===== src/tlge_pkg.sv =====
// Shared types and constants of the toroidal Life grid engine.
`timescale 1ns / 1ps

package tlge_pkg;

   // Payload widths of the request and response channels.
   localparam int CMD_W = 2;
   localparam int ROW_W = 5;
   localparam int COL_W = 5;
   localparam int GEN_W = 20;

   // Configuration port widths.
   localparam int CSR_IDX_W  = 1;
   localparam int CSR_DATA_W = 6;

   // Command codes.
   localparam logic [CMD_W-1:0] CMD_WRITE = 2'd0;
   localparam logic [CMD_W-1:0] CMD_RUN   = 2'd1;
   localparam logic [CMD_W-1:0] CMD_READ  = 2'd2;

   // Register indexes.
   localparam logic [CSR_IDX_W-1:0] CSR_GRID_ROWS = 1'd0;
   localparam logic [CSR_IDX_W-1:0] CSR_GRID_COLS = 1'd1;

   // Size register value after reset, and the smallest used size.
   localparam logic [CSR_DATA_W-1:0] SIZE_RESET = 6'd30;
   localparam int SIZE_MIN = 3;

   // Control broadcast from the sequencer to every row cell.
   typedef struct packed {
      logic             step;
      logic             wr_en;
      logic [ROW_W-1:0] wr_row;
      logic [COL_W-1:0] wr_col;
      logic             wr_val;
   } grid_ctrl_type;

   // Address of the cell that the sequencer looks at.
   typedef struct packed {
      logic [ROW_W-1:0] row;
      logic [COL_W-1:0] col;
   } rd_addr_type;

   // Value of that cell and whether it lies inside the used grid.
   typedef struct packed {
      logic bit_val;
      logic in_grid;
   } rd_data_type;

endpackage


===== src/tlge_req_if.sv =====
// Request channel interface of the Life grid engine.
`timescale 1ns / 1ps

interface tlge_req_if;
   logic                       valid;
   logic                       ready;
   logic [tlge_pkg::CMD_W-1:0] cmd;
   logic [tlge_pkg::ROW_W-1:0] row;
   logic [tlge_pkg::COL_W-1:0] col;
   logic                       cell_in;
   logic [tlge_pkg::GEN_W-1:0] generations;

   modport source (output valid, cmd, row, col, cell_in, generations, input ready);
   modport sink (input valid, cmd, row, col, cell_in, generations, output ready);
endinterface


===== src/tlge_rsp_if.sv =====
// Response channel interface of the Life grid engine.
`timescale 1ns / 1ps

interface tlge_rsp_if;
   logic                       valid;
   logic                       ready;
   logic                       cell_out;
   logic [tlge_pkg::CMD_W-1:0] cmd_echo;

   modport source (output valid, cell_out, cmd_echo, input ready);
   modport sink (input valid, cell_out, cmd_echo, output ready);
endinterface


===== src/tlge_seq.sv =====
// Command sequencer: request handshake, generation counter and response register.
`timescale 1ns / 1ps

module tlge_seq (
   input  logic                    clock,
   input  logic                    reset,
   tlge_req_if.sink                req_ch,
   tlge_rsp_if.source              rsp_ch,
   output tlge_pkg::grid_ctrl_type ctrl,
   output tlge_pkg::rd_addr_type   rd_addr,
   input  tlge_pkg::rd_data_type   rd_data
);

   localparam logic [1:0] ST_IDLE = 2'd0;
   localparam logic [1:0] ST_RUN  = 2'd1;
   localparam logic [1:0] ST_FIN  = 2'd2;

   logic [1:0]                 state_ff, state_in;
   logic [tlge_pkg::GEN_W-1:0] count_ff, count_in;
   logic [tlge_pkg::ROW_W-1:0] row_ff, row_in;
   logic [tlge_pkg::COL_W-1:0] col_ff, col_in;
   logic [tlge_pkg::CMD_W-1:0] cmd_ff, cmd_in;
   logic                       rsp_valid_ff, rsp_valid_in;
   logic                       cell_out_ff, cell_out_in;
   logic [tlge_pkg::CMD_W-1:0] cmd_echo_ff, cmd_echo_in;

   logic idle;
   logic out_free;
   logic accept;
   logic run_start;
   logic load;

   // A request is taken when idle and the response slot is free or draining.
   assign idle      = (state_ff == ST_IDLE);
   assign out_free  = !rsp_valid_ff || rsp_ch.ready;
   assign req_ch.ready = idle && out_free;
   assign accept    = req_ch.valid && req_ch.ready;
   assign run_start = accept && (req_ch.cmd == tlge_pkg::CMD_RUN) && (req_ch.generations != '0);
   assign load      = (accept && !run_start) || ((state_ff == ST_FIN) && out_free);

   // The looked-at cell is the request's when idle, else the held one.
   assign rd_addr.row = idle ? req_ch.row : row_ff;
   assign rd_addr.col = idle ? req_ch.col : col_ff;

   // Grid control: writes inside the used grid, steps while running.
   assign ctrl.step   = (state_ff == ST_RUN);
   assign ctrl.wr_en  = accept && (req_ch.cmd == tlge_pkg::CMD_WRITE) && rd_data.in_grid;
   assign ctrl.wr_row = req_ch.row;
   assign ctrl.wr_col = req_ch.col;
   assign ctrl.wr_val = req_ch.cell_in;

   // State, counter and held request.
   always_comb begin
      state_in = state_ff;
      count_in = count_ff;
      row_in   = row_ff;
      col_in   = col_ff;
      cmd_in   = cmd_ff;
      case (state_ff)
         ST_IDLE: begin
            if (run_start) begin
               state_in = ST_RUN;
               count_in = req_ch.generations;
               row_in   = req_ch.row;
               col_in   = req_ch.col;
               cmd_in   = req_ch.cmd;
            end
         end
         ST_RUN: begin
            count_in = count_ff - 1'b1;
            if (count_ff == tlge_pkg::GEN_W'(1)) begin
               state_in = ST_FIN;
            end
         end
         ST_FIN: begin
            if (out_free) begin
               state_in = ST_IDLE;
            end
         end
         default: begin
            state_in = ST_IDLE;
         end
      endcase
   end

   // Response register.
   always_comb begin
      rsp_valid_in = rsp_valid_ff && !rsp_ch.ready;
      cell_out_in  = cell_out_ff;
      cmd_echo_in  = cmd_echo_ff;
      if (load) begin
         rsp_valid_in = 1'b1;
         cmd_echo_in  = idle ? req_ch.cmd : cmd_ff;
         if (idle && (req_ch.cmd == tlge_pkg::CMD_WRITE)) begin
            cell_out_in = rd_data.in_grid && req_ch.cell_in;
         end else begin
            cell_out_in = rd_data.in_grid && rd_data.bit_val;
         end
      end
   end

   always_ff @(posedge clock) begin
      if (reset) begin
         state_ff     <= ST_IDLE;
         count_ff     <= '0;
         rsp_valid_ff <= 1'b0;
      end else begin
         state_ff     <= state_in;
         count_ff     <= count_in;
         rsp_valid_ff <= rsp_valid_in;
      end
   end

   always_ff @(posedge clock) begin
      row_ff      <= row_in;
      col_ff      <= col_in;
      cmd_ff      <= cmd_in;
      cell_out_ff <= cell_out_in;
      cmd_echo_ff <= cmd_echo_in;
   end

   assign rsp_ch.valid    = rsp_valid_ff;
   assign rsp_ch.cell_out = cell_out_ff;
   assign rsp_ch.cmd_echo = cmd_echo_ff;

endmodule


===== src/flat_wrapper.sv =====
// flat-port wrapper written by rule: the top's interface ports become plain ports
module tlge_seq_flat 
  (clock, reset, ctrl, rd_addr, rd_data, req_ch_valid, req_ch_cmd, req_ch_row, req_ch_col, req_ch_cell_in, req_ch_generations, req_ch_ready, rsp_ch_valid, rsp_ch_cell_out, rsp_ch_cmd_echo, rsp_ch_ready);
  tlge_req_if req_ch_i ();
  tlge_rsp_if rsp_ch_i ();
  input  logic clock;
  input  logic reset;
  output tlge_pkg::grid_ctrl_type ctrl;
  output tlge_pkg::rd_addr_type rd_addr;
  input  tlge_pkg::rd_data_type rd_data;
  input wire logic [$bits(req_ch_i.valid)-1:0] req_ch_valid;
  input wire logic [$bits(req_ch_i.cmd)-1:0] req_ch_cmd;
  input wire logic [$bits(req_ch_i.row)-1:0] req_ch_row;
  input wire logic [$bits(req_ch_i.col)-1:0] req_ch_col;
  input wire logic [$bits(req_ch_i.cell_in)-1:0] req_ch_cell_in;
  input wire logic [$bits(req_ch_i.generations)-1:0] req_ch_generations;
  output wire logic [$bits(req_ch_i.ready)-1:0] req_ch_ready;
  output wire logic [$bits(rsp_ch_i.valid)-1:0] rsp_ch_valid;
  output wire logic [$bits(rsp_ch_i.cell_out)-1:0] rsp_ch_cell_out;
  output wire logic [$bits(rsp_ch_i.cmd_echo)-1:0] rsp_ch_cmd_echo;
  input wire logic [$bits(rsp_ch_i.ready)-1:0] rsp_ch_ready;
  assign req_ch_i.valid = req_ch_valid;
  assign req_ch_i.cmd = req_ch_cmd;
  assign req_ch_i.row = req_ch_row;
  assign req_ch_i.col = req_ch_col;
  assign req_ch_i.cell_in = req_ch_cell_in;
  assign req_ch_i.generations = req_ch_generations;
  assign req_ch_ready = req_ch_i.ready;
  assign rsp_ch_valid = rsp_ch_i.valid;
  assign rsp_ch_cell_out = rsp_ch_i.cell_out;
  assign rsp_ch_cmd_echo = rsp_ch_i.cmd_echo;
  assign rsp_ch_i.ready = rsp_ch_ready;
  tlge_seq u_core (.clock(clock), .reset(reset), .req_ch(req_ch_i), .rsp_ch(rsp_ch_i), .ctrl(ctrl), .rd_addr(rd_addr), .rd_data(rd_data));
endmodule

===== config.mk =====
export PLATFORM = sky130hd
export DESIGN_NAME = tlge_seq_flat
export DESIGN_NICKNAME = d
export VERILOG_FILES = /design/src/tlge_pkg.sv /design/src/tlge_req_if.sv /design/src/tlge_rsp_if.sv /design/src/tlge_seq.sv /design/src/flat_wrapper.sv
export SDC_FILE = /design/constraint.sdc
export NUM_CORES = 1
export LEC_CHECK = 0
export CAP_MARGIN = 10
export CORE_MARGIN = 1.5
export CORE_UTILIZATION = 40
export CTS_BUF_LIST = sky130_fd_sc_hd__clkbuf_8
export DETAILED_ROUTE_END_ITERATION = 12
export DONT_BUFFER_PORTS = 1
export PLACE_DENSITY_LB_ADDON = 0.15
export REMOVE_ABC_BUFFERS = 1
export SKIP_LAST_GASP = 1
export SLEW_MARGIN = 10
export SYNTH_ARGS = -nofsm -noshare
export SYNTH_HDL_FRONTEND = slang
export SYNTH_SLANG_ARGS = --single-unit

===== constraint.sdc =====
create_clock -name clock -period 3.75 [get_ports clock]
set_clock_uncertainty 0.05 [all_clocks]
set_input_delay 0.75 -clock clock [delete_from_list [all_inputs] [get_ports clock]]
set_output_delay 0.75 -clock clock [all_outputs]
set_load 0.02 [all_outputs]

# --- Word level (Yosys, flattened, before mapping) ---
# Index checks and enable logic that the tools add are counted.
word_totals:
  reg_bits: 38
  inputBits: 39
  out_inout_bits: 28
  elab_cells: 51
classes:
  n_addsub: 1
  eq_ne: 7
  n_mux: 11
  reduce_logical: 24
op_table:
  columns: ["operator", "count"]
  rows:
  - ["$pmux W20 S2", 1]
  - ["$eq A20 B1 Y1 const B", 1]
  - ["$mux W20", 1]
  - ["$reduce_bool A20 Y1", 1]
  - ["$sub A20 B1 Y20 const B", 1]
  - ["$logic_and A1 B1 Y1", 12]
  - ["$mux W5", 2]
  - ["$mux W2", 4]
  - ["$pmux W2 S3", 1]
  - ["$eq A2 B1 Y1 const B", 2]
  - ["$logic_not A2 Y1", 2]
  - ["$ne A2 B1 Y1 const B", 2]
  - ["$reduce_and A2 Y1", 2]
  - ["$logic_not A1 Y1", 3]
  - ["$reduce_and A3 Y1", 1]
  - ["$eq A2 B2 Y1 const B", 1]
  - ["$logic_or A1 B1 Y1", 2]
  - ["$mux W1", 2]
  - ["$ne A2 B2 Y1 const B", 1]
  - ["$reduce_bool A2 Y1", 1]

# --- Depth between registers and ports, before layout ---
logic_depth:
  word_depth: 10
  mapped_depth: 8
  depth_no_buf: 6

# --- Worst setup path before layout ---
# OpenSTA, ideal clock, no wires.
synth_timing:
  kind: "input to output"
  start: "input port rsp_ch_ready"
  end: "output port ctrl[11] in the netlist's numbering"
  arrival_time_ps: 1718
  required_ps: 2950
  setup_slack_ps: 1232
  stages: 3
  n_path_buf: 0
  path_cell_list: "nor2b_1 nor3_1 and4_1"
synth_lines:
  columns: ["element", "line_no", "text"]
  rows:
  - ["start: declaration", "flat_wrapper.sv:21", "input wire logic [$bits(rsp_ch_i.ready)-1:0] rsp_ch_ready;"]
  - ["end: declaration", "flat_wrapper.sv:8", "output tlge_pkg::grid_ctrl_type ctrl;"]

==> impl_metrics.tcl <==
set metrics [dict create \
    status "finished clean" \
    vias 1849 \
    reg2reg_slack_ns 1.43 \
    cp.arrival_ns 2.12 \
    tns_ns 0 \
    synth_compound_area_frac 0.217 \
    post-route-period-util 0.778 \
    drtPass1Iterations 5 \
    synth_edf_count 15 \
    clk_latency_ns 0.30 \
    crit_path_end_kind "output pin" \
    vias_per_cell 6.04 \
    num_antenna_cells 0 \
    yosysSeqAreaShare 0.411 \
    drive_gt1_frac 0.114 \
    leakagePower_nw 0.777 \
    num-fill-cells 518 \
    grt_pass1_vias 1790 \
    hp-start "u_core.count_ff[7]" \
    critical_path_buf_inv_count 0 \
    clk_path_buf_depth 2 \
    clock_tree.root_cell "clkbuf_8" \
    die_height_um 77.4 \
    cp_cell_sequence "nor2_1 -> mux2_2" \
    reg2reg_from "u_core.state_ff[0]" \
    critPathMaxStageDelay_ns 0.87 \
    required_ns 2.95 \
    synthToLayoutAreaGrowth_pct 4.57 \
    grt_start_max_net_pins 27 \
    period_needed_ns 2.92 \
    numCtsBuffers 5 \
    critical_path_class "reg -> out" \
    post_cts_buffers 0 \
    multiInputGateArea_mm2 0.00113 \
    yosys.area.top_type_share 0.208 \
    core_area_mm2 0.00524 \
    synth_simple_gate_area_frac 0.219 \
    dp.cells 298 \
    holdPathEnd "u_core.count_ff[7]" \
    tightest_slew_ns 1.05 \
    ys.flop_type "dfxtp_1" \
    nets 276 \
    tritoncts "built" \
    synthTopCellsByArea "dfxtp_1 (21%), edfxtp_1 (20%), mux2_2 (6.1%)" \
    portBuffers 0 \
    clock_sinks 38 \
    holdBufCountCts 0 \
    yosysMostFrequentCell "nand2_1" \
    hold_slack_ns 0.429 \
    final-setup-viol-count 0 \
    track_usage 0.196 \
    drt_iter0_markers 127 \
    drtAntennaViolNets 0 \
    drc 0 \
    syn-cell-area_mm2 0.00222 \
    holdPathStages 2 \
    antenna_found_initial 0 \
    syn_area_per_cell_um2 8.83 \
    ys_ff_latch 38 \
    path_clk_slew_ns 0.08 \
    hold_path_class "reg -> reg" \
    wl_per_cell_um 18.1 \
    cap_viol_max_count 0 \
    gp_congestion 0.813 \
    max_freq_ghz 0.343 \
    worstRegToRegCells 6 \
    fp.dieW_um 77.4 \
    yosysTopAreaCell "dfxtp_1" \
    hold_viol 0 \
    yosysWarnings 0 \
    rows 26 \
    yosysUniqueCellTypes 46 \
    routed_wl_um 5530 \
    r2r-end "u_core.count_ff[6]" \
    cp_top_family "simple AND/OR/NAND/NOR gates" \
    initial_utilization 0.423 \
    cp-start-kind "flip-flop" \
    die-area_mm2 0.00600 \
    power_density_mw_per_mm2 476 \
    cts_resized 0 \
    final_cells 306 \
    synth_xor_area_frac 0 \
    max-vdd-ir-drop_v 0.000223 \
    hpwl_um 3970 \
    io_pins 67 \
    grt-ovfl-total 0 \
    synth_cells 251 \
    synth_mux_area_frac 0.0610 \
    slew_headroom 0.298 \
    synth_top_cells_by_count "nand2_1 (26), dfxtp_1 (23), a21oi_1 (18)" \
    crit_fanout 14 \
    synthAdderAreaFrac 0.0113 \
    grt_pass1_wl_um 9340 \
    rsz0062_at_grt "no" \
    crit_slowest_cell "nor2_1" \
    drv_slew 0 \
    ys_async_sr_fraction 0 \
    synth_top_family_by_area "simple AND/OR/NAND/NOR gates" \
    htree_num_levels 2 \
    seq_area_um2 911 \
]
[cell families (layout without fill, tap and decap cells)]
kind of cell | after synthesis | after routing
buffers and inverters | 35 | 20
DFF | 38 | 38
AOI/OAI and AO/OA | 73 | 73
muxes | 12 | 12
and+or+nand+nor | 91 | 91
adders and majority gates | 2 | 2
[area by class of cell]
cell class              count  share of cell area
multi-input cells         178               0.486
flip-flops and latches     38               0.393
well taps                  70              0.0378
clock buffers               5              0.0297
clock inverters             3              0.0275
repair buffers              4              0.0130
inverters                   8              0.0130
[sequential cells by signal, summed over array words and instances (netlist names)]
name	flops
u_core.row_ff	5
u_core.state_ff	2
u_core.count_ff	20
u_core.cmd_ff	2
u_core.rsp_ch.cell_out	1
u_core.col_ff	5
u_core.rsp_ch.valid	1
u_core.rsp_ch.cmd_echo	2
[tightest hold or removal path: cells and delay by family (launching register included)]
family          cells  cell delay [ns]
flops               1             0.32
compound gates      2             0.12
[routing by layer]
metal / vias to the layer above / wire length [µm] / global-route usage
li1: 903 / - / -
met1: 892 / 2570 / 0.272
met2: 49 / 2490 / 0.293
met3: 5 / 410 / 0.0612
met4: 0 / 51 / 0.0509
met5: - / 0 / 0
[report_power, final]
| part | internal (mW) | switching, mW | total [mW] |
|---|---|---|---|
| clock network | 0.263 | 0.154 | 0.417 |
| logic | 0.0733 | 0.129 | 0.202 |
| registers | 0.455 | 0.0290 | 0.484 |
| total | 0.791 | 0.311 | 1.10 |
[cell usage in the layout, fill, tap and decap left out, types with 2 or more instances in the layout]
cell / instances
nand2_1: 26
dfxtp_1: 23
a21oi_1: 18
edfxtp_1: 15
nor2_1: 14
o21ai_0: 14
mux2_2: 12
nand3_1: 11
nor4_1: 10
a211oi_1: 10
nor3_1: 9
inv_1: 8
o31ai_1: 5
or4_1: 5
clkbuf_8: 5
nand2b_1: 4
buf_4: 4
nand3b_1: 3
o32ai_1: 3
a31oi_1: 3
nor2b_1: 2
o211ai_1: 2
or3_1: 2
o21a_1: 2
o22ai_1: 2
o31a_1: 2
ha_1: 2
bufinv_16: 2
[how the worst max path moves through the flow]
| stage | endpoint | slack (ns) | cells after the start | from |
|---|---|---|---|---|
| after floorplan | ctrl[11] | 1.23 | 3 | rsp_ch_ready |
| after global placement | rd_addr[1] | 1.17 | 2 | u_core.state_ff[0] |
| after detailed placement | ctrl[11] | 1.14 | 3 | rsp_ch_ready |
| after CTS | rd_addr[8] | 0.82 | 2 | u_core.state_ff[0] |
| after global routing | rd_addr[2] | 0.68 | 2 | u_core.state_ff[0] |
| final | rd_addr[2] | 0.83 | 2 | u_core.state_ff[0] |
[through the flow]
| stage | worst slack [ns] | power [mW] | utilization | cell area [µm²] |
|---|---|---|---|---|
| after floorplan | 1.23 | 0.645 | - | 2070 |
| after global placement | 1.17 | 0.694 | 0.417 | 2180 |
| after detailed placement | 1.14 | 0.694 | 0.417 | 2180 |
| after CTS | 0.821 | 1.11 | 0.442 | 2320 |
| after global routing | 0.677 | 1.16 | 0.442 | 2320 |
| final | 0.833 | 1.10 | 0.442 | 2320 |
No activity file was read; power rests on OpenSTA's default activity.
