$ cat src/tlge_pkg.sv
// Shared types and constants of the toroidal Life grid engine.
`timescale 1ns / 1ps

package tlge_pkg;

   // Payload widths of the request and response channels.
   localparam int CMD_W = 2;
   localparam int ROW_W = 5;
   localparam int COL_W = 5;
   localparam int GEN_W = 20;

   // Configuration port widths.
   localparam int CSR_IDX_W  = 1;
   localparam int CSR_DATA_W = 6;

   // Command codes.
   localparam logic [CMD_W-1:0] CMD_WRITE = 2'd0;
   localparam logic [CMD_W-1:0] CMD_RUN   = 2'd1;
   localparam logic [CMD_W-1:0] CMD_READ  = 2'd2;

   // Register indexes.
   localparam logic [CSR_IDX_W-1:0] CSR_GRID_ROWS = 1'd0;
   localparam logic [CSR_IDX_W-1:0] CSR_GRID_COLS = 1'd1;

   // Size register value after reset, and the smallest used size.
   localparam logic [CSR_DATA_W-1:0] SIZE_RESET = 6'd30;
   localparam int SIZE_MIN = 3;

   // Control broadcast from the sequencer to every row cell.
   typedef struct packed {
      logic             step;
      logic             wr_en;
      logic [ROW_W-1:0] wr_row;
      logic [COL_W-1:0] wr_col;
      logic             wr_val;
   } grid_ctrl_type;

   // Address of the cell that the sequencer looks at.
   typedef struct packed {
      logic [ROW_W-1:0] row;
      logic [COL_W-1:0] col;
   } rd_addr_type;

   // Value of that cell and whether it lies inside the used grid.
   typedef struct packed {
      logic bit_val;
      logic in_grid;
   } rd_data_type;

endpackage

$ cat src/tlge_row_cell.sv
// One grid row: holds its cells and computes their next generation.
`timescale 1ns / 1ps

module tlge_row_cell #(
   parameter int MAX_COLS = 32,
   parameter int ROW_IDX  = 0,
   parameter int CIW      = 5
) (
   input  logic                    clock,
   input  logic                    reset,
   input  tlge_pkg::grid_ctrl_type ctrl,
   input  logic                    active,
   input  logic [CIW-1:0]          ncm1,
   input  logic [MAX_COLS-1:0]     up_row,
   input  logic [MAX_COLS-1:0]     dn_row,
   output logic [MAX_COLS-1:0]     row_q
);

   logic [MAX_COLS-1:0] row_ff;
   logic [MAX_COLS-1:0] row_in;
   logic [MAX_COLS-1:0] nxt;
   logic [MAX_COLS-1:0] col_act;

   // Per column: neighbors with wrap at the used column count, then the rule.
   for (genvar c = 0; c < MAX_COLS; c++) begin : g_col
      logic up_l, up_r, me_l, me_r, dn_l, dn_r;
      logic [3:0] live;

      if (c == 0) begin : g_left_wrap
         assign up_l = up_row[ncm1];
         assign me_l = row_ff[ncm1];
         assign dn_l = dn_row[ncm1];
      end else begin : g_left
         assign up_l = up_row[c-1];
         assign me_l = row_ff[c-1];
         assign dn_l = dn_row[c-1];
      end

      if (c == MAX_COLS - 1) begin : g_right_wrap
         assign up_r = up_row[0];
         assign me_r = row_ff[0];
         assign dn_r = dn_row[0];
      end else begin : g_right
         assign up_r = (CIW'(c) == ncm1) ? up_row[0] : up_row[c+1];
         assign me_r = (CIW'(c) == ncm1) ? row_ff[0] : row_ff[c+1];
         assign dn_r = (CIW'(c) == ncm1) ? dn_row[0] : dn_row[c+1];
      end

      assign live = 4'(up_l) + 4'(up_row[c]) + 4'(up_r) + 4'(me_l) + 4'(me_r)
                  + 4'(dn_l) + 4'(dn_row[c]) + 4'(dn_r);

      // Birth on three, survival on two or three.
      assign nxt[c] = (live == 4'd3) || (row_ff[c] && (live == 4'd2));
      assign col_act[c] = (CIW'(c) <= ncm1);
   end

   // Generation step on used cells, or a single-cell write.
   always_comb begin
      row_in = row_ff;
      if (ctrl.step && active) begin
         for (int c = 0; c < MAX_COLS; c++) begin
            if (col_act[c]) begin
               row_in[c] = nxt[c];
            end
         end
      end
      if (ctrl.wr_en && (int'(ctrl.wr_row) == ROW_IDX)) begin
         for (int c = 0; c < MAX_COLS; c++) begin
            if (int'(ctrl.wr_col) == c) begin
               row_in[c] = ctrl.wr_val;
            end
         end
      end
   end

   always_ff @(posedge clock) begin
      if (reset) begin
         row_ff <= '0;
      end else begin
         row_ff <= row_in;
      end
   end

   assign row_q = row_ff;

endmodule

$ cat config.mk
export PLATFORM = sky130hd
export DESIGN_NAME = tlge_row_cell
export DESIGN_NICKNAME = d
export VERILOG_FILES = /design/src/tlge_pkg.sv /design/src/tlge_row_cell.sv
export SDC_FILE = /design/constraint.sdc
export NUM_CORES = 1
export LEC_CHECK = 0
export ABC_CLOCK_PERIOD_IN_PS = 8800
export BUFFER_PORTS_ARGS = -buffer_cell sky130_fd_sc_hd__buf_4
export CAP_MARGIN = 20
export CORE_ASPECT_RATIO = 0.9
export CORE_MARGIN = 1.5
export CORE_UTILIZATION = 50
export DETAILED_ROUTE_END_ITERATION = 10
export GPL_TIMING_DRIVEN = 0
export PLACE_DENSITY = 0.71
export REMOVE_ABC_BUFFERS = 1
export SLEW_MARGIN = 40
export SYNTH_ARGS = -nofsm -noshare
export SYNTH_HDL_FRONTEND = slang
export SYNTH_SLANG_ARGS = --single-unit
$ cat constraint.sdc
create_clock -name clock -period 8.8 [get_ports clock]
set_clock_uncertainty 0.2 [all_clocks]
set_input_delay 0.88 -clock clock [delete_from_list [all_inputs] [get_ports clock]]
set_output_delay 0.88 -clock clock [all_outputs]
set_load 0.1 [all_outputs]
* Word level (Yosys, flattened, before mapping) *
Cells that the tools add are included.

word-level totals
  flip-flop bits (word level) = 32
  latch bits = 0
  bits in writable memories = 0
  memory bits (read-only) = 0
  input port bits = 85
  output and inout bits = 32
  logic and storage cells = 617
  memories = 0

cells by class
  add/sub/neg operators = 224
  $mul = 0
  divide/modulo/power cells = 0
  magnitude comparators = 33
  eq/ne operators = 125
  shift-type cells = 0
  multiplexer cells = 165
  bitwise operators = 0
  reduce and logical (&&, ||, !) cells = 69

operators with widths
  kind                                                           count
  adder 4 x 1 -> 4 bit                                           128
  equality test 4 x 2 -> 1 bit, second input constant            64
  2-to-1 mux 1 bit                                               160
  adder 3 x 1 -> 4 bit                                           32
  adder 2 x 1 -> 3 bit                                           32
  equality test 5 bit, second input constant                     16
  less-or-equal comparator 5 bit, first input constant           16
  equality test 5 bit, first input constant                      15
  adder 1 x 1 -> 2 bit                                           32
  2-to-1 mux 32 bit                                              2
  equality test 4 x 5 -> 1 bit, first input constant             8
  equality test 5 x 4 -> 1 bit, second input constant            8
  less-or-equal comparator 4 x 5 -> 1 bit, first input constant  8
  logical AND 1 bit                                              34
  logical OR 1 bit                                               32
  equality test 3 x 5 -> 1 bit, first input constant             4
  equality test 5 x 3 -> 1 bit, second input constant            4
  less-or-equal comparator 3 x 5 -> 1 bit, first input constant  4
  binary-select mux 1 bit (select 5 bit)                         3
  logical NOT 5 bit                                              3
  equality test 2 x 5 -> 1 bit, first input constant             2
  equality test 5 x 2 -> 1 bit, second input constant            2
  less-or-equal comparator 1 x 5 -> 1 bit, first input constant  2
  less-or-equal comparator 2 x 5 -> 1 bit, first input constant  2
  other kinds (3)                                                3

* Depth between registers and ports, before layout *
Gate-level depths: netlist of run 1.

  depth in word-level cells = 16
  depth in mapped cells = 16
  depth with buffers taken out = 14

* Least setup slack after synthesis of run 1 *
Ideal clock, no wire load.

  path type = input-to-reg
  from = input port ncm1[1]
  to = register row_ff[0] (netlist: row_q[0])
  library setup time = 117 ps
  data arrival time = 4493 ps
  data required time = 8483 ps
  slack = 3989 ps
  cell stages on the path = 15
  buffers on the path = 2
  path through = buf_4 -> buf_2 -> nor3_2 -> nand2_1 -> mux2i_1 -> fa_1 -> fa_1 -> fa_1 -> inv_1 -> ha_1 -> fa_1 -> and3_1 -> o21ai_0 -> a22oi_1 -> a32o_1

between the ends
  cells in the longest elaborated chain, start to end = 16
  elaborated cells on any way between the ends = 26
  those cells by class = 7 x add/sub; 1 x order compare; 2 x eq/ne; 13 x mux; 3 x reduce/logical

ends and longest elaborated chain
  what                                    line                 text
  start, declared                         tlge_row_cell.sv:13  input logic [CIW-1:0] ncm1,
  binary-select mux 1 bit (select 5 bit)  tlge_row_cell.sv:30  assign up_l = up_row[ncm1];
  2-to-1 mux 1 bit (implied by the code)  tlge_row_cell.sv:30
  adder 1 x 1 -> 2 bit                    tlge_row_cell.sv:49  assign live = 4'(up_l) + 4'(up_row[c]) + 4'(up_r) + 4'(me_l) + 4'(me_r)
  adder 2 x 1 -> 3 bit                    tlge_row_cell.sv:49
  adder 3 x 1 -> 4 bit                    tlge_row_cell.sv:49
  adder 4 x 1 -> 4 bit                    tlge_row_cell.sv:49
  adder 4 x 1 -> 4 bit (3 in a row)       tlge_row_cell.sv:50  + 4'(dn_l) + 4'(dn_row[c]) + 4'(dn_r);
  equality test 4 x 2 -> 1 bit            tlge_row_cell.sv:53  assign nxt[c] = (live == 4'd3) || (row_ff[c] && (live == 4'd2));
  logical AND 1 bit                       tlge_row_cell.sv:53
  logical OR 1 bit                        tlge_row_cell.sv:53
  2-to-1 mux 1 bit *                      tlge_row_cell.sv:62  if (col_act[c]) begin
  2-to-1 mux 32 bit *                     tlge_row_cell.sv:60  if (ctrl.step && active) begin
  2-to-1 mux 1 bit                        tlge_row_cell.sv:69  if (int'(ctrl.wr_col) == c) begin
  2-to-1 mux 32 bit *                     tlge_row_cell.sv:67  if (ctrl.wr_en && (int'(ctrl.wr_row) == ROW_IDX)) begin
  end signal, assigned                    tlge_row_cell.sv:80  row_ff <= row_in;
  end, declared                           tlge_row_cell.sv:19  logic [MAX_COLS-1:0] row_ff;

Every way passes the cells marked *; elsewhere a longest branch is shown, timed or not. The select of a mux whose other input is x is not followed.
A chain may end at the register's enable or synchronous reset.

* Final worst setup path of run 1 *
  from = input port ncm1[1]
  to = register row_ff[15] (netlist: row_q[15])

between the ends
  cells in the longest elaborated chain, start to end = 15
  elaborated cells on any way between the ends = 19
  those cells by class = 6 x add/sub; 1 x order compare; 3 x eq/ne; 7 x mux; 2 x reduce/logical

ends and longest elaborated chain
  what                               line                                                           text
  equality test 4 x 5 -> 1 bit       tlge_row_cell.sv:44, tlge_row_cell.sv:45, tlge_row_cell.sv:46
  2-to-1 mux 1 bit                   tlge_row_cell.sv:44                                            assign up_r = (CIW'(c) == ncm1) ? up_row[0] : up_row[c+1];
  adder 2 x 1 -> 3 bit               tlge_row_cell.sv:49
  adder 3 x 1 -> 4 bit               tlge_row_cell.sv:49
  adder 4 x 1 -> 4 bit               tlge_row_cell.sv:49
  adder 4 x 1 -> 4 bit (3 in a row)  tlge_row_cell.sv:50
  equality test 4 x 2 -> 1 bit       tlge_row_cell.sv:53
  logical AND 1 bit                  tlge_row_cell.sv:53
  logical OR 1 bit                   tlge_row_cell.sv:53
  2-to-1 mux 1 bit *                 tlge_row_cell.sv:62
  2-to-1 mux 32 bit *                tlge_row_cell.sv:60
  2-to-1 mux 1 bit                   tlge_row_cell.sv:69
  2-to-1 mux 32 bit *                tlge_row_cell.sv:67

Every way passes the cells marked *; elsewhere a longest branch is shown, timed or not.

==> metrics.md, run 1 <==
| Metric | Value |
|---|---|
| Status | `completed` |
| Routed WL per cell | `20.8 µm` |
| Post-CTS Setup Inserts | `0` |
| Post-synthesis async set-or-reset flop share | `0%` |
| Num rows | `46` |
| Pwr/cell area | `135 nW/µm²` |
| Worst vdd ir | `0.0730 mV` |
| Cell-internal power | `676 µW` |
| Residual DRC count | `0` |
| P_leak | `~0.0048 µW` |
| Seq/Total Area, Yosys | `between 7 and 8%` |
| Core area | `around 17000 µm²` |
| Routed wire length | `27000 µm` |
| Fill cell count | `1639` |
| Yosys reg bits | `32` |
| Largest net degree at the start of global routing | `49` |
| Clock Tree Buf Depth | `2` |
| Layout cells sized above 1 | `16.4%` |
| Fmax | `190 MHz` |
| Final Max Tran Viols | `0` |
| CTS tree | `yes` |
| DR iter-0 viols | `approximately 900` |
| Cell variety after synth | `58` |
| Cts hold-fix bufs | `0` |
| Post-route ant nets | `0` |
| Worst EP required | `~8.8 ns` |
| Maximum net fanout on the critical path | `48` |
| First-pass GRT wire length | `42900 µm` |
| Sw Pwr | `679 µW` |
| Syn Std Cell Area | `roughly 8900 µm²` |
| Post-Syn Instances | `~970` |
| Global placement routability congestion | `0.900` |
| Initial antenna violation count | `0` |
| Die height | `129 µm` |
| Switching portion of total power | `50.1%` |
| Yosys top cell area share | `roughly 29%` |
| Vias in the first global route | `7992` |
| Synth top cells by count | `fa_1 (128), inv_1 (108), ha_1 (96)` |
| # setup viols final | `0` |
| R2R setup slack | `4.76 ns` |
| Initial Utilization | `50.8%` |
| Total congestion overflow | `0` |
| CTS clk-pin slew, worst paths | `0.06 ns` |
| Setup TNS | `0 ns` |
| RSZ-0062 raised after global routing | `no` |
| EDFF count, synth | `0` |
| Syn. warnings | `0` |
| Sequential share of power | `13.8%` |
| Area Overhead vs Synth | `13.1%` |
| Die outline width | `144 µm` |
| Critical path class | `primary input to flop` |
| Largest register FFs | `32` |
| CTS root buffer | `clkbuf_16` |
| Syn_area_per_cell | `9.13 µm²` |
| Drt pass-1 iters | `6` |
| H-tree levels | `2` |
| GRT Total Usage | `between 30% and 40%` |
| Gate power share | `72.2%` |
| DP Wirelength | `21100 µm` |
| Endpoint arrival time on the critical path | `5.24 ns` |
| Max-Cap Viols | `0` |
| Clock Latency Late Sink | `0.28 ns` |
| Io pins | `117` |
| Vias | `8037` |
| Synth Flop Type | `dfxtp_1` |
| Critical path endpoint category | `flop` |
| CTS sink cnt | `32` |
| Nets | `~1400` |
| Full die area | `~19000 µm²` |
| Vias per cell | `6.19` |
| Final worst path period need | `5.27 ns` |
| Post-CTS Resized | `0` |
| Diode count | `0` |
| Area contributors post-synth | `fa_1 (29%), ha_1 (14%), dfxtp_1 (7.2%), mux2i_1 (7.0%), mux4_2 (5.6%)` |
| Worst Max-Slew Pin Slew | `0.966 ns` |
| Final Hold Viols | `0` |
| WHS | `0.466 ns` |
| Synth area leader | `fa_1` |
| IO buf count | `116` |
| Relative slew slack | `35.5%` |
| Clock power share | `14.0%` |
| Core Util, Final | `57.5%` |
| Type of origin of the critical path | `primary input` |
| Num CTS Buffers | `5` |
| HP Class | `flop to flop` |
| Tot Pwr | `roughly 1400 µW` |
| Final period utilization | `59.8%` |
| Most frequent cell after synthesis | `fa_1` |
==> power groups by stage <==
stage / sequential [µW] / combinational [µW] / clock, µW
after floorplan: 274 / 597 / 0
after CTS: 187 / 977 / 187
after global placement: 197 / 924 / 0
after global routing: 190 / 1120 / 194
final: 188 / 978 / 190
after detailed placement: 190 / 969 / 0
==> cell type report <==
cell class	instances	area [µm²]	area share, %
clock buffer	7	153	1.52
inverter	108	405	4.03
multi-input combinational	794	7660	76.1
sequential	32	642	6.38
tap	240	300	2.99
timing repair buffer	117	898	8.93
==> per-stage QoR <==
| stage | instance area [µm²] | instances | setup slack [ns] |
|---|---|---|---|
| 3_5_place_dp | 9890 | 1291 | 3.30 |
| 6_report | 10100 | 1298 | 3.53 |
| 3_3_place_gp | 9860 | 1290 | 3.29 |
| 4_1_cts | 10000 | 1298 | 3.58 |
| 2_1_floorplan | 8690 | 934 | 4.24 |
| 5_1_grt | 10100 | 1298 | 3.28 |
==> cell families (layout without fill, tap and decap cells) <==
| kind of cell | count (synthesis) | in the layout | synth area share (%) |
|---|---|---|---|
| simple gates | 254 | 254 | 14.1 |
| fa+ha+maj | 224 | 224 | 42.3 |
| compound gates | 215 | 215 | 14.9 |
| buf+inv | 148 | 232 | 6.77 |
| mux | 101 | 101 | 14.7 |
| flops | 32 | 32 | 7.21 |
==> path summary, 6_finish.rpt <==
check / start / end / depth (start not counted)
worst max-delay path: ncm1[1] / row_q[15] / 13
worst min-delay path: row_q[14] / row_q[14] / 2
worst max register to register: row_q[0] / row_q[24] / 13
worst min register to register: row_q[14] / row_q[14] / 2
==> per-layer routing <==
layer  part of all wire (%)  global-route usage (%)  vias to the layer above
met5                      0                       0                        -
met4                    3.0                    9.72                        0
met3                    9.2                    5.28                       77
met2                     45                    46.9                      395
met1                     43                    42.9                     3954
li1                       -                       -                     3611
==> layout by cell type, fill, tap and decap left out, drive strengths merged, types with 9 or more instances in the layout <==
| master | netlist | final |
|---|---|---|
| a21o | 9 | 9 |
| a21oi | 77 | 77 |
| a31oi | 26 | 26 |
| and2 | 10 | 10 |
| and3 | 27 | 27 |
| buf | 17 | 117 |
| dfxtp | 32 | 32 |
| fa | 128 | 128 |
| ha | 96 | 96 |
| inv | 108 | 108 |
| mux2 | 17 | 17 |
| mux2i | 62 | 62 |
| mux4 | 22 | 22 |
| nand2 | 58 | 58 |
| nand3 | 20 | 20 |
| nor2 | 76 | 76 |
| nor2b | 9 | 9 |
| nor3 | 15 | 15 |
| o21ai | 45 | 45 |
==> critical path: stages <==
cell     delay [ns]
buf_4          0.53
nand3_1        0.47
nor3_1         0.70
mux2i_1        0.31
fa_1           0.43
inv_1          0.08
fa_1           0.41
ha_1           0.22
fa_1           0.38
and3_1         0.16
o21ai_0        0.26
a31oi_1        0.14
a32o_1         0.23
Power figures use the tool's default switching activity.
==> run 2: changes to the inputs <==
- ABC_AREA: unset -> 1
- ABC_CLOCK_PERIOD_IN_PS: 8800 -> 4600
- PLACE_DENSITY: 0.71 -> 0.73
- clock period: 8.8 -> 4.6 ns (I/O delays scaled with it)
==> run 2 against run 1 <==
  * Non-clock buffer count is 1 higher
  * Clock power is 92% higher
  * Sequential share of layout area is 0.36 points lower
  * Global-route usage is 0.27 points lower
  * Clock-buffer cell count stayed put
  * Synthesized area is 7.2% higher
  * Critical endpoint is now row_q[6]
  * Largest cell class unchanged
==> metrics.md, run 2 <==
| Metric | Value |
|---|---|
| Endpoint arrival time on the critical path | `4.33 ns (-0.91 ns)` |
| Synth top cells by count | `nand2_1 (384), inv_1 (216), nor2_1 (146)` |
| Routed wire length | `28700 µm (+6.4%)` |
| Fmax | `~230 MHz` |
| Syn. warnings | `0 (unchanged)` |
| Synth area leader | `fa_1` |
| IO buf count | `116 (unchanged)` |
| Most frequent cells in the layout | `nand2_1 (384), inv_1 (214), nor2_1 (145)` |
| HP Class | `primary input to flop` |
| Commonest non-fill, non-tap cell in the layout | `nand2_1` |
| Sw Pwr | `1320 µW (+95%)` |
| Critical path class | `primary input to flop` |
| Diode count | `0 (unchanged)` |
| Final Max Tran Viols | `0 (unchanged)` |
| Slowest stage delay, CP | `0.47 ns (-0.23 ns)` |
| Synth Flop Type | `dfxtp_1` |
| Num CTS Buffers | `5 (unchanged)` |
| Final period utilization | `~93%` |
| Critical path endpoint category | `flop` |
| Clock power share | `14.1% (about the same)` |
| Largest net degree at the start of global routing | `44 (-10%)` |
| Clock Latency Late Sink | `0.29 ns (about the same)` |
| Cell variety after synth | `36 (-38%)` |
| CP Cell Sequence | `buf_6 > inv_4 > nand2_1 > nor2_2 > nand2_1 > o21ai_0 > fa_1 > inv_1 > fa_1 > ha_1 > fa_1 > o21ai_0 > nand2_1 > nor2_1 > nor2_1 > nor2_1` |
| Post-route insts no fill | `1746 (+35%)` |
| Worst Setup SP | `ncm1[0]` |
| P_leak | `0.00549 µW (+15%)` |
| CTS tree | `yes` |
| R2R setup slack | `0.44 ns (-4.32 ns)` |
| Sequential share of power | `13.5% (-0.3 points)` |
| DP Wirelength | `22200 µm (+5.3%)` |
| Post-Syn Instances | `1418 (+46%)` |
| Io pins | `117 (unchanged)` |
| Worst vdd ir | `0.142 mV (+95%)` |
| Most frequent cell after synthesis | `nand2_1` |
| Drt pass-1 iters | `6 (unchanged)` |
| Die height | `134 µm (+3.5%)` |
| Vias in the first global route | `9163 (+15%)` |
| Final worst path period need | `4.30 ns` |
| Initial Utilization | `51.5% (+0.65 points)` |
| Vias | `9665 (+20%)` |
| Largest register FFs | `32 (unchanged)` |
| Residual DRC count | `0 (unchanged)` |
| Num rows | `47 (+2.2%)` |
| Pwr/cell area | `243 nW/µm² (+80%)` |
| Slowest cell on the critical path | `fa_1` |
| EDFF count, synth | `0 (unchanged)` |
| Syn_area_per_cell | `6.72 µm² (-26%)` |
| Area Overhead vs Synth | `11.7%` |
| Full die area | `19900 µm² (+7.1%)` |
| Dpl cells | `1736 (+34%)` |
| CTS clk-pin slew, worst paths | `0.06 ns (about the same)` |
| Gate power share | `72.4% (+0.2 points)` |
| Post-route ant nets | `0 (unchanged)` |
| Core area | `18500 µm² (+5.9%)` |
| Initial antenna violation count | `0 (unchanged)` |
| CTS sink cnt | `32 (unchanged)` |
| Yosys top cell area share | `26.9% (-1.9 points)` |
| Worst r2r dst | `row_q[11]` |
| Seq/Total Area, Yosys | `6.72% (-0.49 points)` |
| Total congestion overflow | `0 (unchanged)` |
| Layout cells sized above 1 | `10.6% (-5.9 points)` |
| Routed WL per cell | `16.4 µm (-21%)` |
| RSZ-0062 raised after global routing | `no` |
| First-pass GRT wire length | `47100 µm (+9.9%)` |
| Area contributors post-synth | `fa_1 (27%), nand2_1 (15%), ha_1 (13%), inv_1 (8.5%), dfxtp_1 (6.7%)` |
| DR iter-0 viols | `843 (-5.4%)` |
| H-tree levels | `2 (unchanged)` |
| Cell-internal power | `1260 µW (+86%)` |
| Maximum net fanout on the critical path | `43 (-10%)` |
| Post-synthesis async set-or-reset flop share | `0% (unchanged)` |
| Setup TNS | `0 ns (unchanged)` |
| # setup viols final | `0 (unchanged)` |
| Nets | `1809 (+32%)` |
| Yosys reg bits | `32 (unchanged)` |
| Core Util, Final | `57.5% (about the same)` |
| Relative slew slack | `42.9% (+7.4 points)` |
| GRT Total Usage | `29.9% (-0.27 points)` |
| Worst Max-Slew Pin Slew | `0.856 ns (-0.110 ns)` |
| Placed instance area | `10500 µm² (+5.9%)` |
| Vias per cell | `5.54 (-11%)` |
| Type of origin of the critical path | `primary input` |
| Cts hold-fix bufs | `0 (unchanged)` |
| Die outline width | `149 µm (+3.5%)` |
| Global placement routability congestion | `0.964 (+7.0%)` |
| Syn Std Cell Area | `9530 µm² (+7.2%)` |
| Switching portion of total power | `51.2% (+1.1 points)` |
| Final Hold Viols | `0 (unchanged)` |
| Fill cell count | `1836 (+12%)` |
| Max-Cap Viols | `0 (unchanged)` |
| Final instance area | `10700 µm² (+5.9%)` |
| Worst EP required | `4.63 ns (-4.15 ns)` |
| Status | `completed` |
| R2R depth | `13 (unchanged)` |
| CP Capture Point | `row_q[6]` |
| Clock Tree Buf Depth | `2 (unchanged)` |
| CTS root buffer | `clkbuf_16` |
| R2r startpoint | `row_q[0]` |
[run 2: cell count changes after synthesis, sizes merged, moves of 12 or more]
| cell | before | now |
|---|---|---|
| a21oi | 77 | 48 |
| nand2 | 58 | 390 |
| mux2i | 62 | 0 |
| mux4 | 22 | 0 |
| nand3 | 20 | 104 |
| a31oi | 26 | 4 |
| nor2 | 76 | 157 |
| and3 | 27 | 0 |
| buf | 17 | 29 |
| o21ai | 45 | 129 |
| inv | 108 | 223 |
| mux2 | 17 | 0 |
[run 2: how the worst min path moves through the flow]
stage                     cells after the start        end  slack, ns       from
after CTS                                     3  row_q[30]       0.38    ctrl[5]
after detailed placement                      4  row_q[17]       0.45  row_q[17]
final                                         3  row_q[30]       0.38    ctrl[5]
after floorplan                               2  row_q[31]       0.44    ctrl[0]
after global routing                          3  row_q[30]       0.42    ctrl[5]
after global placement                        4  row_q[17]       0.44  row_q[17]
[run 2: kinds of logic (layout without fill, tap and decap cells)]
logic type	after synthesis	after routing	synth area share, %
AO/OA/AOI/OAI	207	207	11.6
AND/OR/NAND/NOR	688	688	30.8
buffers and inverters	267	350	11.4
flip-flops	32	32	6.72
adder cells (fa/ha/maj)	224	224	39.5
[run 2: per-stage QoR]
| step | setup slack (ns) | power, µW | hold slack, ns |
|---|---|---|---|
| finish | 0.299 | 2580 | 0.383 |
| global route | 0.122 | 2900 | 0.422 |
| CTS | 0.0114 | 2590 | 0.375 |
| detailed placement | -0.277 | 2220 | 0.449 |
| global placement | -0.274 | 2130 | 0.437 |
| floorplan | 0.249 | 1710 | 0.439 |
[run 2: power by group through the flow]
stage	Clock, µW	Sequential [µW]	Combinational (µW)
final	364	349	1870
after global routing	376	352	2170
after CTS	365	348	1870
after detailed placement	0	354	1860
after global placement	0	354	1780
after floorplan	0	476	1240
[run 2: what timing repair did]
action / in CTS / in global routing
setup endpoints to repair: 0 / 7
gates resized for setup: 0 / 4
buffers inserted: 0 / 2
[run 2: critical path, delay by kind of cell]
kind	cells	cell delay, ns
fa+ha+maj	4	1.50
simple gates	7	1.15
buf+inv	3	0.64
compound gates	2	0.52
[run 2: cell type report]
type,count,area (µm²),area share (%)
Multi-Input combinational cell,1119,7820,73.4
Timing Repair Buffer,118,890,8.35
Clock inverter,1,7.51,0.0705
Sequential cell,32,642,6.03
Clock buffer,7,143,1.34
Tap cell,245,307,2.88
Inverter,224,848,7.96
[run 2: per-layer routing]
metal / wire, µm / track usage, % / part of all wire [%]
met1: 12400 / 41.8 / 43
met2: 13100 / 48.1 / 46
met3: 2240 / 3.10 / 7.8
met4: 943 / 10.8 / 3.3
met5: 0 / 0 / 0
==> run 3: changes to the inputs <==
- CORE_ASPECT_RATIO: 0.9 -> 0.6
==> run 3 against run 2 <==
  * Final area is 0.14% lower
  * Utilization is 0.46 points higher
  * First-iteration DRC count is 19% higher
  * Worst hold slack lost 0.0031 ns
  * Global-route usage grew 0.70 points
  * Largest power group unchanged
==> metrics.md, run 3 (synthesis results as in run 2) <==
| Metric | Value |
|---|---|
| Status | `completed` |
| Clock Latency Late Sink | `0.28 ns (about the same)` |
| Area Overhead vs Synth | `11.6%` |
| Fmax | `228 MHz (-2.0%)` |
| GRT Total Usage | `30.6% (+0.70 points)` |
| HP Class | `primary input to flop` |
| Routed wire length | `29300 µm (+2.3%)` |
| Residual DRC count | `0 (unchanged)` |
| Routed WL per cell | `16.9 µm (+2.7%)` |
| Worst EP required | `4.62 ns (about the same)` |
| Dpl cells | `1731 (-0.29%)` |
| Vias | `9685 (+0.21%)` |
| Final Max Tran Viols | `0 (unchanged)` |
| DR iter-0 viols | `1002 (+19%)` |
| IO buf count | `116 (unchanged)` |
| Endpoint arrival time on the critical path | `4.41 ns (+0.08 ns)` |
| Global-route track usage on met2 | `47.0% (-1.1 points)` |
| WHS Path Cells | `3 (unchanged)` |
| Post-route ant nets | `0 (unchanged)` |
| CTS sink cnt | `32 (unchanged)` |
| Slowest stage delay, CP | `0.49 ns (+0.02 ns)` |
| CP most frequent cell | `fa_1` |
| Placed instance area | `10500 µm² (about the same)` |
| Vias per cell | `5.57 (+0.61%)` |
| Clock power share | `13.7% (-0.4 points)` |
| Slowest cell on the critical path | `fa_1` |
| Final period utilization | `95.4% (+1.9 points)` |
| P_leak | `0.00548 µW (about the same)` |
| CTS tree | `yes` |
| CTS clk-pin slew, worst paths | `0.06 ns (about the same)` |
| Io pins | `117 (unchanged)` |
| Hold Path Origin | `ctrl[5]` |
| R2r startpoint | `row_q[0]` |
| H-tree levels | `2 (unchanged)` |
| Clock Tree Buf Depth | `2 (unchanged)` |
| Drt pass-1 iters | `6 (unchanged)` |
| Gate power share | `72.9% (+0.5 points)` |
| DP Wirelength | `23000 µm (+3.6%)` |
| Core area | `18400 µm² (-0.93%)` |
| First-pass GRT wire length | `47500 µm (+0.82%)` |
| Maximum net fanout on the critical path | `43 (unchanged)` |
| Hold endpoint | `row_q[30]` |
| Worst r2r dst | `row_q[11]` |
| Sequential share of power | `13.4% (about the same)` |
| Max-Cap Viols | `0 (unchanged)` |
| Final instance area | `10600 µm² (-0.14%)` |
| Num rows | `38 (-19%)` |
| Met3 Use GR | `4.94% (+1.8 points)` |
| Post-route insts no fill | `1739 (-0.40%)` |
| # setup viols final | `0 (unchanged)` |
| Full die area | `19900 µm² (+0.13%)` |
| Initial antenna violation count | `0 (unchanged)` |
| Die height | `110 µm (-18%)` |
| Global placement routability congestion | `0.999 (+3.7%)` |
| Total congestion overflow | `0 (unchanged)` |
| CP Cell Sequence | `buf_6 > inv_6 > nand2_1 > nor2_2 > nand2_1 > o21ai_0 > fa_1 > inv_1 > fa_1 > ha_1 > fa_1 > o211ai_1 > nor3_1 > nor2_1 > nor2_1` |
| GRT busiest layer | `met2` |
| Pwr/cell area | `245 nW/µm² (+0.97%)` |
| Largest net degree at the start of global routing | `44 (unchanged)` |
| Die outline width | `181 µm (+22%)` |
| CTS root buffer | `clkbuf_16` |
| Layout cells sized above 1 | `10.6% (+0.014 points)` |
| Core Util, Final | `58.0% (+0.46 points)` |
| Vias in the first global route | `9089 (-0.81%)` |
| Worst vdd ir | `0.171 mV (+20%)` |
| Largest register FFs | `32 (unchanged)` |
| Worst Max-Slew Pin Slew | `0.802 ns (-0.0534 ns)` |
| Critical path class | `primary input to flop` |
| Final worst path period need | `4.39 ns (+0.0859 ns)` |
| R2R setup slack | `0.47 ns (+0.03 ns)` |
| R2R depth | `13 (unchanged)` |
| Num CTS Buffers | `5 (unchanged)` |
| Switching portion of total power | `51.5% (+0.27 points)` |
| Commonest non-fill, non-tap cell in the layout | `nand2_1` |
| Initial Utilization | `51.9% (+0.48 points)` |
| Sw Pwr | `1340 µW (+1.4%)` |
| Most frequent cells in the layout | `nand2_1 (384), inv_1 (214), nor2_1 (145)` |
| Nets | `1807 (-0.11%)` |
| Critical path endpoint category | `flop` |
| Relative slew slack | `46.4% (+3.6 points)` |
| Final Hold Viols | `0 (unchanged)` |
| Cell-internal power | `1260 µW (+0.27%)` |
| Diode count | `0 (unchanged)` |
| Fill cell count | `1811 (-1.4%)` |
| Met1 global-route usage | `45.1% (+3.2 points)` |
| RSZ-0062 raised after global routing | `no` |
| Type of origin of the critical path | `primary input` |
-- run 3: power groups by stage --
stage | registers [µW] | clock network, µW | logic [µW]
finish | 349 | 356 | 1900
global route | 353 | 365 | 2200
CTS | 349 | 352 | 1900
detailed placement | 354 | 0 | 1890
global placement | 355 | 0 | 1810
floorplan | 476 | 0 | 1240
-- run 3: how the worst max path moves through the flow --
| stage | depth (start not counted) | end | from |
|---|---|---|---|
| final | 15 | row_q[10] | ncm1[0] |
| after global routing | 16 | row_q[0] | ncm1[0] |
| after CTS | 16 | row_q[0] | up_row[0] |
| after detailed placement | 15 | row_q[10] | ncm1[0] |
| after global placement | 15 | row_q[10] | ncm1[0] |
| after floorplan | 13 | row_q[11] | row_q[0] |
-- run 3: timing repair --
| action | in CTS | in global routing |
|---|---|---|
| buffers inserted | 0 | 0 |
| gates resized for setup | 1 | 4 |
| setup endpoints to repair | 2 | 3 |
| hold buffers | 0 | 0 |
| pin swaps | 0 | 1 |
-- run 3: layer usage --
layer  vias to the layer above  wire, µm
met4                         0       634
met5                         -         0
met1                      4452     13600
met2                       526     12000
li1                       4645         -
met3                        62      3090
-- run 3: final cells by class --
type / count / area, µm² / share of cell area [%]
clock buffers: 6 / 139 / 1.31
clock inverters: 2 / 10.0 / 0.0941
inverters: 224 / 851 / 8.00
multi-input cells: 1119 / 7820 / 73.5
flip-flops and latches: 32 / 642 / 6.03
well taps: 240 / 300 / 2.82
repair buffers: 116 / 875 / 8.22
-- run 3: through the flow --
step           hold WS, ns  setup slack, ns  setup TNS [ns]  power, µW
2_1_floorplan        0.439            0.249               0       1710
3_3_place_gp         0.458           -0.372           -1.27       2160
3_5_place_dp         0.452           -0.377           -1.32       2240
4_1_cts              0.375           0.0858               0       2600
5_1_grt              0.395           0.0244               0       2920
6_report             0.380            0.213               0       2610
-- run 3: critical path, delay by kind of cell --
| kind | cells | cell delay [ns] |
|---|---|---|
| AOI/OAI and AO/OA | 2 | 0.43 |
| adders and majority gates | 4 | 1.60 |
| buffers and inverters | 3 | 0.60 |
| and+or+nand+nor | 6 | 1.27 |
